### src/sv/ocvm_pkg.sv
// ocvm_pkg: shared types, codes and fixed-point constants of the orbit camera view matrix unit
// no dependencies; imported by ocvm_ctrl, ocvm_dpath and the top level
`default_nettype none

package ocvm_pkg;

    // configuration register indexes
    localparam logic [1:0] REG_TARGET_X = 2'd0;
    localparam logic [1:0] REG_TARGET_Y = 2'd1;
    localparam logic [1:0] REG_TARGET_Z = 2'd2;

    // matrix rows
    localparam logic [1:0] ROW_SIDE = 2'd0;
    localparam logic [1:0] ROW_UP   = 2'd1;
    localparam logic [1:0] ROW_BACK = 2'd2;
    localparam logic [1:0] ROW_HOM  = 2'd3;

    // product schedule of the shared multiplier
    localparam logic [4:0] MUL_RCP = 5'd0;
    localparam logic [4:0] MUL_EX  = 5'd1;
    localparam logic [4:0] MUL_EY  = 5'd2;
    localparam logic [4:0] MUL_EZ  = 5'd3;
    localparam logic [4:0] MUL_M10 = 5'd4;
    localparam logic [4:0] MUL_M12 = 5'd5;
    localparam logic [4:0] MUL_M20 = 5'd6;
    localparam logic [4:0] MUL_M22 = 5'd7;
    localparam logic [4:0] MUL_D0A = 5'd8;
    localparam logic [4:0] MUL_D0B = 5'd9;
    localparam logic [4:0] MUL_D0C = 5'd10;
    localparam logic [4:0] MUL_D1A = 5'd11;
    localparam logic [4:0] MUL_D1B = 5'd12;
    localparam logic [4:0] MUL_D1C = 5'd13;
    localparam logic [4:0] MUL_D2A = 5'd14;
    localparam logic [4:0] MUL_D2B = 5'd15;
    localparam logic [4:0] MUL_D2C = 5'd16;
    localparam logic [4:0] MUL_LAST = MUL_D2C;

    // angle constants
    localparam logic signed [35:0] PI_Q28       = 36'sd843314857;
    localparam logic signed [35:0] TWO_PI_Q28   = 36'sd1686629713;
    localparam logic signed [35:0] PITCH_MAX_Q28 = 36'sd421439816;
    localparam logic signed [31:0] PITCH_RESET_Q28 = 32'sd53687091;
    localparam logic signed [33:0] HALF_PI_Q30  = 34'sd1686629713;
    localparam logic signed [33:0] PI_Q30       = 34'sd3373259426;
    localparam logic signed [33:0] CORDIC_GAIN_Q30 = 34'sd652032874;
    localparam logic signed [41:0] SENS_Q32     = 42'sd21474836;

    typedef struct packed {
        logic       capture;
        logic       update;
        logic       wrap_step;
        logic       yaw_commit;
        logic       cor_load;
        logic       cor_sel;
        logic       cor_step;
        logic [4:0] cor_iter;
        logic       cor_store;
        logic       mul_issue;
        logic       mul_wb;
        logic [4:0] mul_idx;
        logic       out_load;
        logic [1:0] out_row;
    } cmd_t;

    typedef struct packed {
        logic yaw_in_range;
        logic out_free;
    } status_t;

    function automatic logic signed [33:0] atan_q30(input logic [4:0] i);
        logic signed [33:0] a;
        case (i)
            5'd0: a = 34'sd843314856;
            5'd1: a = 34'sd497837829;
            5'd2: a = 34'sd263043836;
            5'd3: a = 34'sd133525158;
            5'd4: a = 34'sd67021686;
            5'd5: a = 34'sd33543515;
            5'd6: a = 34'sd16775850;
            5'd7: a = 34'sd8388437;
            5'd8: a = 34'sd4194282;
            5'd9: a = 34'sd2097149;
            5'd10: a = 34'sd1048575;
            5'd11: a = 34'sd524287;
            5'd12: a = 34'sd262143;
            5'd13: a = 34'sd131071;
            5'd14: a = 34'sd65535;
            5'd15: a = 34'sd32767;
            5'd16: a = 34'sd16383;
            5'd17: a = 34'sd8191;
            5'd18: a = 34'sd4095;
            5'd19: a = 34'sd2047;
            5'd20: a = 34'sd1023;
            5'd21: a = 34'sd511;
            5'd22: a = 34'sd255;
            5'd23: a = 34'sd127;
            5'd24: a = 34'sd63;
            5'd25: a = 34'sd31;
            5'd26: a = 34'sd15;
            5'd27: a = 34'sd8;
            5'd28: a = 34'sd4;
            5'd29: a = 34'sd2;
            5'd30: a = 34'sd1;
            default: a = 34'sd0;
        endcase
        return a;
    endfunction

endpackage

`default_nettype wire

### src/sv/ocvm_ctrl.sv
// ocvm_ctrl: sequencer for update, yaw wrap, cordic runs, product schedule and row output
// depends on ocvm_pkg
`default_nettype none

module ocvm_ctrl #(
    parameter int TRIG_ITERATIONS = 16
) (
    input  logic              aclk,
    input  logic              aresetn,
    input  logic              s_valid,
    output logic              s_ready,
    input  ocvm_pkg::status_t status,
    output ocvm_pkg::cmd_t    cmd
);
    import ocvm_pkg::*;

    localparam logic [3:0] S_IDLE   = 4'd0;
    localparam logic [3:0] S_UPD    = 4'd1;
    localparam logic [3:0] S_WRAP   = 4'd2;
    localparam logic [3:0] S_CLOAD  = 4'd3;
    localparam logic [3:0] S_CSTEP  = 4'd4;
    localparam logic [3:0] S_CSTORE = 4'd5;
    localparam logic [3:0] S_MULA   = 4'd6;
    localparam logic [3:0] S_MULB   = 4'd7;
    localparam logic [3:0] S_EMIT   = 4'd8;

    localparam logic [4:0] ITER_LAST = 5'(TRIG_ITERATIONS - 1);

    logic [3:0] state_reg, state_next;
    logic [4:0] iter_reg, iter_next;
    logic [4:0] mul_reg, mul_next;
    logic [1:0] row_reg, row_next;
    logic       sel_reg, sel_next;

    always_comb begin
        state_next = state_reg;
        iter_next  = iter_reg;
        mul_next   = mul_reg;
        row_next   = row_reg;
        sel_next   = sel_reg;
        cmd        = '0;
        cmd.cor_sel  = sel_reg;
        cmd.cor_iter = iter_reg;
        cmd.mul_idx  = mul_reg;
        cmd.out_row  = row_reg;
        s_ready    = 1'b0;
        case (state_reg)
            S_IDLE: begin
                s_ready = 1'b1;
                if (s_valid) begin
                    cmd.capture = 1'b1;
                    state_next  = S_UPD;
                end
            end
            S_UPD: begin
                cmd.update = 1'b1;
                state_next = S_WRAP;
            end
            S_WRAP: begin
                if (status.yaw_in_range) begin
                    cmd.yaw_commit = 1'b1;
                    sel_next       = 1'b0;
                    state_next     = S_CLOAD;
                end else begin
                    cmd.wrap_step = 1'b1;
                end
            end
            S_CLOAD: begin
                cmd.cor_load = 1'b1;
                iter_next    = 5'd0;
                state_next   = S_CSTEP;
            end
            S_CSTEP: begin
                cmd.cor_step = 1'b1;
                if (iter_reg == ITER_LAST) begin
                    state_next = S_CSTORE;
                end else begin
                    iter_next = iter_reg + 5'd1;
                end
            end
            S_CSTORE: begin
                cmd.cor_store = 1'b1;
                if (!sel_reg) begin
                    sel_next   = 1'b1;
                    state_next = S_CLOAD;
                end else begin
                    mul_next   = MUL_RCP;
                    state_next = S_MULA;
                end
            end
            S_MULA: begin
                cmd.mul_issue = 1'b1;
                state_next    = S_MULB;
            end
            S_MULB: begin
                cmd.mul_wb = 1'b1;
                if (mul_reg == MUL_LAST) begin
                    row_next   = ROW_SIDE;
                    state_next = S_EMIT;
                end else begin
                    mul_next   = mul_reg + 5'd1;
                    state_next = S_MULA;
                end
            end
            S_EMIT: begin
                if (status.out_free) begin
                    cmd.out_load = 1'b1;
                    if (row_reg == ROW_HOM) begin
                        state_next = S_IDLE;
                    end else begin
                        row_next = row_reg + 2'd1;
                    end
                end
            end
            default: begin
                state_next = S_IDLE;
            end
        endcase
    end

    always_ff @(posedge aclk) begin
        if (!aresetn) begin
            state_reg <= S_IDLE;
            iter_reg  <= 5'd0;
            mul_reg   <= 5'd0;
            row_reg   <= 2'd0;
            sel_reg   <= 1'b0;
        end else begin
            state_reg <= state_next;
            iter_reg  <= iter_next;
            mul_reg   <= mul_next;
            row_reg   <= row_next;
            sel_reg   <= sel_next;
        end
    end

endmodule

`default_nettype wire

### config.mk
export PLATFORM = sky130hd
export DESIGN_NAME = ocvm_ctrl
export DESIGN_NICKNAME = d
export VERILOG_FILES = /design/src/sv/ocvm_pkg.sv /design/src/sv/ocvm_ctrl.sv
export SDC_FILE = /design/constraint.sdc
export NUM_CORES = 1
export LEC_CHECK = 0
export CAP_MARGIN = 20
export CORE_MARGIN = 2
export CORE_UTILIZATION = 33
export CTS_BUF_LIST = sky130_fd_sc_hd__clkbuf_16
export CTS_CLUSTER_DIAMETER = 200
export DETAILED_ROUTE_END_ITERATION = 16
export DONT_BUFFER_PORTS = 1
export PLACE_DENSITY_LB_ADDON = 0.12
export SYNTH_ARGS = -nofsm -noshare
export SYNTH_HDL_FRONTEND = slang
export SYNTH_SLANG_ARGS = --single-unit
### constraint.sdc
create_clock -name aclk -period 2.15 [get_ports aclk]
set_input_delay 0.1075 -clock aclk [delete_from_list [all_inputs] [get_ports aclk]]
set_output_delay 0.1075 -clock aclk [all_outputs]
set_load 0.05 [all_outputs]
==> flow_summary_export.csv <==
group,metric,value,unit
worst_setup_path,cp-end-kind,"register",
timing,max_clock_freq,0.496,GHz
timing,rsz0062_at_grt,"false",
logic_synthesis,synthesis.nets,140,
timing,slew_violations,0,
timing,clock_skew,0.000691,ns
hold_path,hold_class,"primary input to register",
pwr,switching_share,32.0,%
worst_setup_path,cp_slowest_stage_delay,0.53,ns
clocking,htreeDepth,1,
logic_synthesis,synth-compound-area-share,14.1,%
logic_synthesis,ys_seq_area_share,31.2,%
layout,diodes,0,
job,cap_viol_max_count,0,
routing,via_count,976,
outcome,status,"completed",
pwr,peakVddDrop,0.236,mV
logic_synthesis,yosysMostFrequentCell,"dfxtp_1",
logic_synthesis,ys_ff_latch,17,
placement,hpwl,1900,um
logic_synthesis,yosysTopAreaCell,"dfxtp_1",
worst_setup_path,crit_buf_inv,0,
clocking,postCtsSetupBuffers,0,
logic_synthesis,yosys.area_share.simple,35.2,%
layout,stdcell_count,197,
logic_synthesis,synth_top_family_by_area,"simple AND/OR/NAND/NOR gates",
placement,post-place-cells,192,
placement,port_buffers,0,
floorplanning,ios,29,
floorplanning,die_h,61.5,um
routing,detail-route-antenna-nets,0,
worst_setup_path,cp_top_family,"simple AND/OR/NAND/NOR gates",
global_route,grt_pass1_vias,917,
floorplanning,dieArea,0.00379,mm^2
worst_setup_path,worstPathArrival,2.16,ns
pwr,comb_power_share,25.3,%
worst_setup_path,crit_fanout,4,
worst_setup_path,crit_path_frequent_cell,"ha_1",
worst_setup_path,reg2regPathDepth,7,
clocking,cts-root-buf,"clkbuf_16",
worst_setup_path,cp_data_required_time,2.29,ns
floorplanning,row_count,20,
logic_synthesis,netlist_instances,130,
logic_synthesis,synthAdderAreaFrac,5.73,%
floorplanning,core-area,0.00310,mm^2
logic_synthesis,synth_edf_count,0,
logic_synthesis,synth_top_cell_area_share,31.2,%
logic_synthesis,yosys-top-cells-count,"dfxtp_1, nor2_1, nand2_1, inv_1",
pwr,sequentialPowerShare,36.6,%
timing,fin_setup_tns,0,ns
timing,maxSlewHeadroom,62.8,%
routing,route.detailed.drc,0,
worst_setup_path,worstSetupPathType,"register to register",
global_route,overflow,0,
worst_setup_path,path_depth,7,
layout,post-route-util,45.8,%
pwr,power_density,686,mW/mm^2
timing,worstMarginPinSlew,0.558,ns
hold_path,whs_path_depth,1,
global_route,grt_pass1_wl,4020,um
pwr,total_power,0.974,mW
clocking,clock_path_buffers,2,
worst_setup_path,crit_chain,"ha_1, and3_1, ha_1, or4b_4, a211oi_2, xnor2_1, nor2_2",
worst_setup_path,cp_slowest_cell,"or4b_4",
layout,drive_gt1_share,27.5,%
global_route,track_usage,14.5,%
pwr,p_leak,0.577,nW
logic_synthesis,yosys_warnings,0,
clocking,path_clk_slew,0.05,ns
logic_synthesis,synthXorXnorAreaFrac,4.01,%
timing,final-setup-viol-count,0,
logic_synthesis,synthTopCellsByArea,"dfxtp_1, ha_1, nor2_1",
layout,area_growth,30.0,%
routing,wl,2510,um
placement,place_congestion,0.809,
logic_synthesis,synthDistinctLibCells,42,
clocking,clock_sinks,17,
logic_synthesis,synth_flop_cell,"dfxtp_1",
routing,wl_per_cell,12.7,um
layout,nets,164,
global_route,antenna_found_initial,0,
clocking,numCtsBuffers,3,
routing,vias_per_cell,4.95,
timing,min_period,2.02,ns
routing,drt_iter0_markers,23,
clocking,clock_latency,0.25,ns
timing,final_min_period_over_clock_period,93.8,%
timing,hold_viol,0,
logic_synthesis,syn_avg_cell_area,8.40,um^2
logic_synthesis,async_reset_ff_share,0,%
global_route,grt_max_degree,16,
floorplanning,start_util,35.2,%
pwr,pwr-share-clk,38.0,%
worst_setup_path,start_kind,"register",
clocking,cts_tree,"built",
logic_synthesis,synthMuxAreaShare,3.78,%
pwr,switching_power,0.312,mW
routing,dr.pass1.iters,4,
logic_synthesis,synth_area,0.00109,mm^2
floorplanning,die_w,61.5,um
pwr,internal_power,0.663,mW
[cells by family after synthesis]
family,count (synthesis)
compound gates,20
xor+xnor,5
fa+ha+maj,5
buf+inv,15
flops,17
mux,4
simple gates,64
[layer usage]
metal,global-route usage (%),share of wire (%),up-vias
li1,-,-,507
met1,17.1,46,448
met2,24.5,49,16
met3,4.62,3.9,5
met4,5.47,1.2,0
met5,0,0,-
[placed cells by master (no fill, tap or decap), types with 3 or more instances in the layout]
| cell | synthesis | final |
|---|---|---|
| a21oi_1 | 4 | 4 |
| buf_4 | 2 | 24 |
| clkbuf_16 | 0 | 3 |
| dfxtp_1 | 17 | 15 |
| ha_1 | 5 | 5 |
| inv_1 | 7 | 8 |
| mux2i_1 | 3 | 3 |
| nand2_1 | 10 | 10 |
| nand2b_1 | 3 | 3 |
| nand3_1 | 6 | 6 |
| nand3b_1 | 3 | 3 |
| nor2_1 | 13 | 13 |
| nor2b_1 | 6 | 6 |
| nor3_1 | 5 | 4 |
| xnor2_1 | 5 | 5 |
[metrics by stage]
stage                     instance area (um^2)  setup slack, ns  hold WS (ns)
after global placement                    1330            0.168         0.234
after detailed placement                  1330            0.137         0.232
after floorplan                           1100           -0.118         0.249
final                                     1420            0.134       0.00219
after global routing                      1420           0.0326        0.0172
after CTS                                 1420            0.123       0.00438
[layout make-up]
type	instances	area, um^2
flip-flops and latches	17	343
clock inverters	1	3.75
well taps	44	55.1
repair buffers	26	210
clock buffers	3	75.1
inverters	8	30.0
fillers	319	1680
multi-input cells	98	703
[power by group through the flow]
stage          Combinational [mW]  Clock [mW]  Sequential [mW]
6_report                    0.247       0.370            0.357
5_1_grt                     0.263       0.397            0.360
4_1_cts                     0.248       0.381            0.356
3_5_place_dp                0.244           0            0.363
3_3_place_gp                0.243           0            0.364
2_1_floorplan               0.188           0            0.349
[path summary, 6_finish.rpt]
kind                            slack [ns]     endpoint   startpoint
worst min-delay path                 0.002  iter_reg[4]      aresetn
worst max register to register        0.13  iter_reg[3]  iter_reg[0]
worst max-delay path                  0.13  iter_reg[3]  iter_reg[0]
worst min register to register        0.63   mul_reg[1]   mul_reg[1]
[timing repair]
item	in CTS	in global routing
endpoints found under the hold margin	5	0
hold buffers	1	0
gates resized for setup	0	0
Power figures use the tool's default switching activity.
